$ cat src/rtl/pid_tw_pkg.sv
// Package with shared types, constants and command structs for the PID twiddle block.
`timescale 1ns / 1ps
package pid_tw_pkg;

    localparam int TUNE_WINDOW = 100;
    localparam int TUNE_PERIOD = 2 * TUNE_WINDOW;
    localparam int CNT_W = 16;
    localparam int GAIN_W = 24;
    localparam int ERR_W = 16;
    localparam int SUM_W = 40;
    localparam int SQ_W = 48;
    localparam int TOL_W = 15;
    localparam int RATE_W = 16;
    localparam int IDX_W = 3;

    localparam logic [IDX_W-1:0] REG_GAIN_P = 3'd0;
    localparam logic [IDX_W-1:0] REG_GAIN_D = 3'd1;
    localparam logic [IDX_W-1:0] REG_GAIN_I = 3'd2;
    localparam logic [IDX_W-1:0] REG_STEP_P = 3'd3;
    localparam logic [IDX_W-1:0] REG_STEP_D = 3'd4;
    localparam logic [IDX_W-1:0] REG_STEP_I = 3'd5;
    localparam logic [IDX_W-1:0] REG_TOL    = 3'd6;
    localparam logic [IDX_W-1:0] REG_RATE   = 3'd7;

    typedef enum logic [3:0] {
        ST_IDLE,
        ST_ACCUM,
        ST_DIV,
        ST_ADD,
        ST_SUB,
        ST_BACK,
        ST_SCALE,
        ST_MUL0,
        ST_MUL1,
        ST_MUL2,
        ST_MUL3,
        ST_SUMUP,
        ST_OUT
    } pid_state_t;

    typedef struct packed {
        logic       load;      // capture input, update error sum and square sum
        logic       div_start;
        logic       gain_add;
        logic       gain_sub;
        logic       gain_back;
        logic       step_scale;
        logic [1:0] sel;       // which gain/step is updated
        logic       mul0;
        logic       mul1;
        logic       mul2;
        logic       mul3;
        logic       sumup;
        logic       finish;    // bump counter, load output register
        logic       tune_end;  // clear counter and square sum
    } pid_cmd_t;

    typedef struct packed {
        logic tune;
        logic div_done;
        logic better;
        logic big_err;
    } pid_stat_t;

endpackage

$ cat src/rtl/pid_tw_ctrl.sv
// Sequencer that steps the datapath through one sample and an optional tuning pass.
`timescale 1ns / 1ps
module pid_tw_ctrl (
    input  logic                  clk,
    input  logic                  rst_n,
    input  logic                  in_valid,
    output logic                  in_stall,
    input  logic                  out_busy,
    input  pid_tw_pkg::pid_stat_t stat,
    output pid_tw_pkg::pid_cmd_t  cmd,
    output logic                  idle
);
    import pid_tw_pkg::*;

    pid_state_t state_reg, state_next;
    logic [1:0] sel_reg, sel_next;

    always_ff @(posedge clk or negedge rst_n)
    begin
        if (!rst_n)
        begin
            state_reg <= ST_IDLE;
            sel_reg   <= '0;
        end
        else
        begin
            state_reg <= state_next;
            sel_reg   <= sel_next;
        end
    end

    always_comb
    begin
        state_next = state_reg;
        sel_next   = sel_reg;
        cmd        = '0;
        cmd.sel    = sel_reg;
        in_stall   = 1'b1;
        case (state_reg)
            ST_IDLE:
            begin
                in_stall = 1'b0;
                if (in_valid)
                begin
                    cmd.load   = 1'b1;
                    state_next = ST_ACCUM;
                end
            end
            ST_ACCUM:
            begin
                sel_next = '0;
                if (stat.tune)
                begin
                    cmd.div_start = 1'b1;
                    state_next    = ST_DIV;
                end
                else
                    state_next = ST_MUL0;
            end
            ST_DIV:
                if (stat.div_done)
                    state_next = ST_ADD;
            ST_ADD:
            begin
                cmd.gain_add = 1'b1;
                state_next   = ST_SUB;
            end
            ST_SUB:
            begin
                if (stat.better)
                    cmd.step_scale = 1'b1;
                else
                    cmd.gain_sub = 1'b1;
                state_next = stat.better ? ST_SCALE : ST_BACK;
            end
            ST_BACK:
            begin
                if (!stat.big_err)
                    cmd.gain_back = 1'b1;
                cmd.step_scale = 1'b1;
                state_next     = ST_SCALE;
            end
            ST_SCALE:
            begin
                if (sel_reg == 2'd2)
                begin
                    cmd.tune_end = 1'b1;
                    state_next   = ST_MUL0;
                end
                else
                begin
                    sel_next   = sel_reg + 2'd1;
                    state_next = ST_ADD;
                end
            end
            ST_MUL0:
            begin
                cmd.mul0   = 1'b1;
                state_next = ST_MUL1;
            end
            ST_MUL1:
            begin
                cmd.mul1   = 1'b1;
                state_next = ST_MUL2;
            end
            ST_MUL2:
            begin
                cmd.mul2   = 1'b1;
                state_next = ST_MUL3;
            end
            ST_MUL3:
            begin
                cmd.mul3   = 1'b1;
                state_next = ST_SUMUP;
            end
            ST_SUMUP:
            begin
                cmd.sumup  = 1'b1;
                state_next = ST_OUT;
            end
            ST_OUT:
                if (!out_busy)
                begin
                    cmd.finish = 1'b1;
                    state_next = ST_IDLE;
                end
            default:
                state_next = ST_IDLE;
        endcase
    end

    assign idle = (state_reg == ST_IDLE);

    assert property (@(posedge clk) disable iff (!rst_n)
        cmd.finish |=> (state_reg == ST_IDLE))
        else $error("finish did not return to idle");
    assert property (@(posedge clk) disable iff (!rst_n)
        cmd.load |=> (state_reg == ST_ACCUM))
        else $error("load not followed by accumulate");
    assert property (@(posedge clk) disable iff (!rst_n)
        (state_reg == ST_ADD) |-> (sel_reg != 2'd3))
        else $error("gain select out of range");

endmodule

$ cat config.mk
export PLATFORM = sky130hd
export DESIGN_NAME = pid_tw_ctrl
export DESIGN_NICKNAME = d
export VERILOG_FILES = /design/src/rtl/pid_tw_pkg.sv /design/src/rtl/pid_tw_ctrl.sv
export SDC_FILE = /design/constraint.sdc
export NUM_CORES = 1
export LEC_CHECK = 0
export BUFFER_PORTS_ARGS = -buffer_cell sky130_fd_sc_hd__buf_4
export CAP_MARGIN = 20
export CORE_AREA = 2 2 39 41
export CTS_CLUSTER_SIZE = 25
export DETAILED_ROUTE_END_ITERATION = 6
export DIE_AREA = 0 0 41 43
export PLACE_DENSITY = 0.67
export SLEW_MARGIN = 10
export SYNTH_ARGS = -nofsm -noshare
export SYNTH_HDL_FRONTEND = slang
export SYNTH_SLANG_ARGS = --single-unit
export TNS_END_PERCENT = 100
$ cat constraint.sdc
create_clock -name clk -period 2.7 [get_ports clk]
set_input_delay 0.405 -clock clk [delete_from_list [all_inputs] [get_ports clk]]
set_output_delay 0.405 -clock clk [all_outputs]
set_load 0.02 [all_outputs]
Yosys cells after proc, flatten, opt, wreduce, memory -nomap -nowiden. Index checks and enable logic that the tools add are counted.

$add $sub $neg: 1. Reductions and logical operators: 4. Eq/ne operators: 17. Multiplexer cells: 30.

Operators with widths (number): 4-bit case mux with 13 select lines (1); 4-bit equality test (second input constant) (5); 1-bit two-way mux (20); 4-bit by 3-bit equality test with 1-bit output (second input constant) (4); 4-bit two-way mux (3); 4-bit by 2-bit equality test with 1-bit output (second input constant) (2); 2-bit inequality test (second input constant) (4); 3-bit two-way mux (2); 4-bit by 1-bit equality test with 1-bit output (second input constant) (1); 4-bit logical NOT (1); 2-bit two-way mux (2); 2-bit case mux with 2 select lines (1); 3-bit AND reduction (1); 2-bit by 1-bit adder with 2-bit output (second input constant) (1); 2-bit equality test (second input constant) (1); 1-bit case mux with 2 select lines (1); 2-bit AND reduction (1); 2-bit nonzero test (1).

Flip-flop bits (word level): 6. Output and inout port bits: 17. Word-level logic and storage cells: 54.

Logic depth before layout (Yosys ltp).
Word-level depth: 3. Gate-level depth with buffers: 4. Gate-level depth less buffers: 4.

Least setup slack after synthesis. OpenSTA, ideal clock, no wires.

Path kind: reg2out. Start point: reg state_reg[0]. End point: out cmd[11] (netlist bit). Arrival time: 1345 ps. Cell stages (with the launch flop): 4. Buffers on the path: 1. Setup slack: 950 ps. Cells stage by stage: dfrtp_1 > clkbuf_1 > or2_2 > nor3_1.

RTL lines: start, declared (line pid_tw_ctrl.sv:15) `pid_state_t state_reg, state_next;`; start signal, assigned (line pid_tw_ctrl.sv:27) `state_reg <= state_next;`; end, declared (line pid_tw_ctrl.sv:10) `output pid_tw_pkg::pid_cmd_t cmd,`.

==> metrics.txt <==
# TYPE chip_impl_metric gauge
chip_impl_metric{name="yosys_warnings",unit=""} 0
chip_impl_metric{name="layout.area.seq",unit="um2"} 150
chip_impl_metric{name="synthArstFlopShare",unit="%"} 100
chip_impl_metric{name="timing.setup.tns",unit="ps"} 0
chip_impl_metric{name="max_freq",unit="MHz"} 509
chip_impl_metric{name="crit_fanout",unit=""} 11
chip_impl_metric{name="muxShareOfSynthArea",unit="%"} 6.11
chip_impl_metric{name="syn-cell-area",unit="um2"} 492
chip_impl_metric{name="detailroute.wirelength.met3",unit="um"} 83
chip_impl_metric{name="floorplan_die_height",unit="um"} 43
chip_impl_metric{name="layout-area-overhead-vs-synth",unit="%"} 42.5
chip_impl_metric{name="placed_cell_area",unit="um2"} 668
chip_impl_info{name="start_kind",value="flop"} 1
chip_impl_metric{name="post_synth_xor_area_fraction",unit="%"} 0
chip_impl_metric{name="number_of_cell_instances_on_the_worst_register_to_register_path",unit=""} 3
chip_impl_metric{name="placeableCoreArea",unit="mm2"} 0.00138
chip_impl_metric{name="totalWireLength",unit="um"} 1220
chip_impl_metric{name="total_routing_usage_reported_by_global_routing",unit="%"} 15.6
chip_impl_info{name="tritoncts",value="built"} 1
chip_impl_metric{name="first_global_vias",unit=""} 439
chip_impl_metric{name="synth_sequential_area_ratio",unit="%"} 30.5
chip_impl_metric{name="grt_antenna_before_repair",unit=""} 0
chip_impl_metric{name="p_leak",unit="nW"} 0.365
chip_impl_metric{name="reg2reg_slack",unit="ps"} 1340
chip_impl_info{name="outcome",value="finished, final reports clean"} 1
chip_impl_metric{name="post_synth_num_cell_types",unit=""} 28
chip_impl_metric{name="finalInstanceArea",unit="um2"} 701
chip_impl_metric{name="antennaDiodeCount",unit=""} 0
chip_impl_metric{name="buffer_ports.inserted",unit=""} 24
chip_impl_metric{name="max_slew.worst_pin.slew",unit="ps"} 364
chip_impl_metric{name="drt_iter0_markers",unit=""} 24
chip_impl_metric{name="drcViolationCount",unit=""} 0
chip_impl_metric{name="total_of_endpoints_with_negative_setup_slack_in_the_final_report",unit=""} 0
chip_impl_metric{name="route.detailed.vias_per_inst",unit=""} 5.09
chip_impl_metric{name="synth_edf_count",unit=""} 0
chip_impl_metric{name="numCtsBuffers",unit=""} 3
chip_impl_metric{name="die_area",unit="mm2"} 0.00176
chip_impl_metric{name="clk_transition_reported_paths",unit="ps"} 50
chip_impl_metric{name="grt_start_max_net_pins",unit=""} 14
chip_impl_metric{name="pin_count",unit=""} 25
chip_impl_metric{name="final_clock_skew",unit="ps"} 2.75
chip_impl_metric{name="layout-drive-gt1-share",unit="%"} 35.2
chip_impl_metric{name="later_pin_clock_latency_in_the_skew_report",unit="ps"} 250
chip_impl_info{name="synth-main-ff-cell",value="dfrtp_1"} 1
chip_impl_metric{name="synth-compound-area-share",unit="%"} 14.5
chip_impl_metric{name="post-route-period-util",unit="%"} 72.7
chip_impl_metric{name="post_synth.cell_area_avg",unit="um2"} 7.68
chip_impl_info{name="synth_top_family_by_area",value="simple AND/OR/NAND/NOR gates"} 1
chip_impl_metric{name="final_hold_viol_count",unit=""} 0
chip_impl_metric{name="initial_utilization",unit="%"} 35.5
chip_impl_info{name="highest-signal-layer",value="met4"} 1
chip_impl_metric{name="nets",unit=""} 99
chip_impl_info{name="worstPathCellList",value="or4b_4, nor2_1, buf_4"} 1
chip_impl_metric{name="filler_cell_count",unit=""} 133
chip_impl_metric{name="crit_arrival",unit="ps"} 1560
chip_impl_metric{name="fp.dieW",unit="um"} 41
chip_impl_metric{name="cap_viol_max_count",unit=""} 0
chip_impl_metric{name="place.detailed.hpwl",unit="um"} 925
chip_impl_metric{name="whs_path_depth",unit=""} 3
chip_impl_metric{name="post_synth_and_or_nand_nor_area_fraction",unit="%"} 36.9
chip_impl_info{name="worst_hold_path.endpoint",value="state_reg[1]"} 1
chip_impl_info{name="hold_path_startpoint",value="stat[1]"} 1
chip_impl_metric{name="cp_slowest_stage_delay",unit="ps"} 590
chip_impl_metric{name="post-cts-setup-buffers",unit=""} 0
chip_impl_metric{name="grt.overflow.total",unit=""} 0
chip_impl_metric{name="wl_met2",unit="um"} 584
chip_impl_metric{name="largest_reg_flops",unit=""} 4
chip_impl_metric{name="cts_buffer_depth",unit=""} 2
chip_impl_metric{name="gpl.final_weighted_congestion",unit=""} 0.828
chip_impl_metric{name="post-layout-total-power",unit="mW"} 0.738
chip_impl_metric{name="ys_seq_elements",unit=""} 6
chip_impl_metric{name="route.antenna.remaining_nets",unit=""} 0
chip_impl_metric{name="firstDrtPassIters",unit=""} 4
chip_impl_metric{name="dr_total_vias",unit=""} 529
chip_impl_metric{name="cell_pwr_density",unit="mW/mm2"} 1050
chip_impl_info{name="grt_setup_unrepaired",value="no"} 1
chip_impl_metric{name="yosys.area_share.adder",unit="%"} 2.54
chip_impl_metric{name="vdd_drop_max",unit="uV"} 453
chip_impl_metric{name="synthesis.nets",unit=""} 73
chip_impl_metric{name="grt_first_pass_wirelength",unit="um"} 1860
chip_impl_info{name="reg_to_reg_critical_path_startpoint",value="state_reg[1]"} 1
chip_impl_metric{name="multi_input_area",unit="um2"} 295
chip_impl_metric{name="cts_htree_levels",unit=""} 1
chip_impl_metric{name="detail_route.wl_per_cell",unit="um"} 11.7
chip_impl_metric{name="timing.final.crit_period",unit="ps"} 1960
chip_impl_metric{name="worst_slew_margin_rel",unit="%"} 75.7
chip_impl_metric{name="placement_rows",unit=""} 14
chip_impl_info{name="endpoint_kind",value="output port"} 1
chip_impl_info{name="cts_root_buf",value="clkbuf_4"} 1
chip_impl_metric{name="syn-instance-count",unit=""} 64
chip_impl_info{name="crit_slowest_cell",value="or4b_4"} 1
chip_impl_metric{name="final-max-slew-violation-count",unit=""} 0
chip_impl_info{name="critPathKind",value="reg -> out"} 1
chip_impl_info{name="timing.hold.worst.class",value="in -> reg"} 1
chip_impl_metric{name="cts_sinks",unit=""} 6
chip_impl_info{name="r2r_end",value="sel_reg[1]"} 1
chip_impl_metric{name="crit_required",unit="ps"} 2300
chip_impl_metric{name="met1_wire_length",unit="um"} 532
chip_impl_metric{name="hold_ws",unit="ps"} 456
-- cell type report --
cell class                 instances  share of cell area, %
clock buffer                       3                   3.21
inverter                           6                   3.21
multi-input combinational         48                   42.1
sequential                         6                   21.4
tap                               16                   2.86
timing repair buffer              25                   27.1
-- per-layer routing --
layer | track usage, % | vias up
li1 | - | 265
met1 | 22.4 | 236
met2 | 20.0 | 26
met3 | 3.14 | 2
met4 | 10.7 | 0
met5 | 0 | -
-- worst max path at each step --
stage	startpoint	to	slack [ps]	cells past startpoint
2_1_floorplan	state_reg[0]	cmd[11]	950	3
3_3_place_gp	state_reg[1]	cmd[13]	1010	3
3_5_place_dp	state_reg[1]	cmd[13]	990	3
4_1_cts	state_reg[1]	cmd[13]	720	3
5_1_grt	state_reg[1]	cmd[13]	670	3
6_report	state_reg[1]	cmd[13]	740	3
-- synthesized netlist by cell type, drive strengths merged, types with 2 or more instances --
cell    count  share of area, %
buf         2               3.3
mux2i       3               6.1
inv         6               4.6
dfrtp       6                31
o211a       2               4.1
nor2       10               7.6
a21oi       2               2.0
nand2       7               5.3
nand2b      3               3.8
nor3        6               7.1
clkbuf      2               1.5
-- kinds of logic (layout without fill, tap and decap cells) --
kind of cell | after synthesis | after routing
simple gates | 34 | 34
compound gates | 10 | 10
buf+inv | 10 | 34
flops | 6 | 6
mux | 3 | 3
fa+ha+maj | 1 | 1
-- critical path, delay by kind of cell (launching register included) --
kind / cells / cell delay (ps)
and+or+nand+nor: 2 / 690
DFF: 1 / 480
buffers and inverters: 1 / 140
-- report_power, final --
part | switching (mW) | internal [mW]
clock network | 0.0359 | 0.0505
logic | 0.240 | 0.199
registers | 0.0835 | 0.129
total | 0.360 | 0.378
-- layout by cell type (no fill, tap or decap), types with 2 or more instances in the layout --
cell	n
buf_4	24
dfrtp_1	6
nor2_1	10
nand2b_1	3
nand2_1	7
mux2i_1	3
o211a_1	2
clkbuf_4	3
a21oi_1	2
inv_1	6
nor3_1	5
-- stage by stage --
stage / utilization (%) / std cells / setup WS, ps
6_report: 50.6 / 104 / 737
5_1_grt: 50.6 / 104 / 668
4_1_cts: 50.6 / 104 / 723
3_5_place_dp: 48.3 / 100 / 987
3_3_place_gp: 48.3 / 100 / 1010
2_1_floorplan: - / 64 / 950
-- timing repair --
item / in CTS / in global routing
hold buffers: 1 / 0
endpoints found under the hold margin: 6 / 0
resized for setup: 0 / 0
No activity file was read; power rests on OpenSTA's default activity.
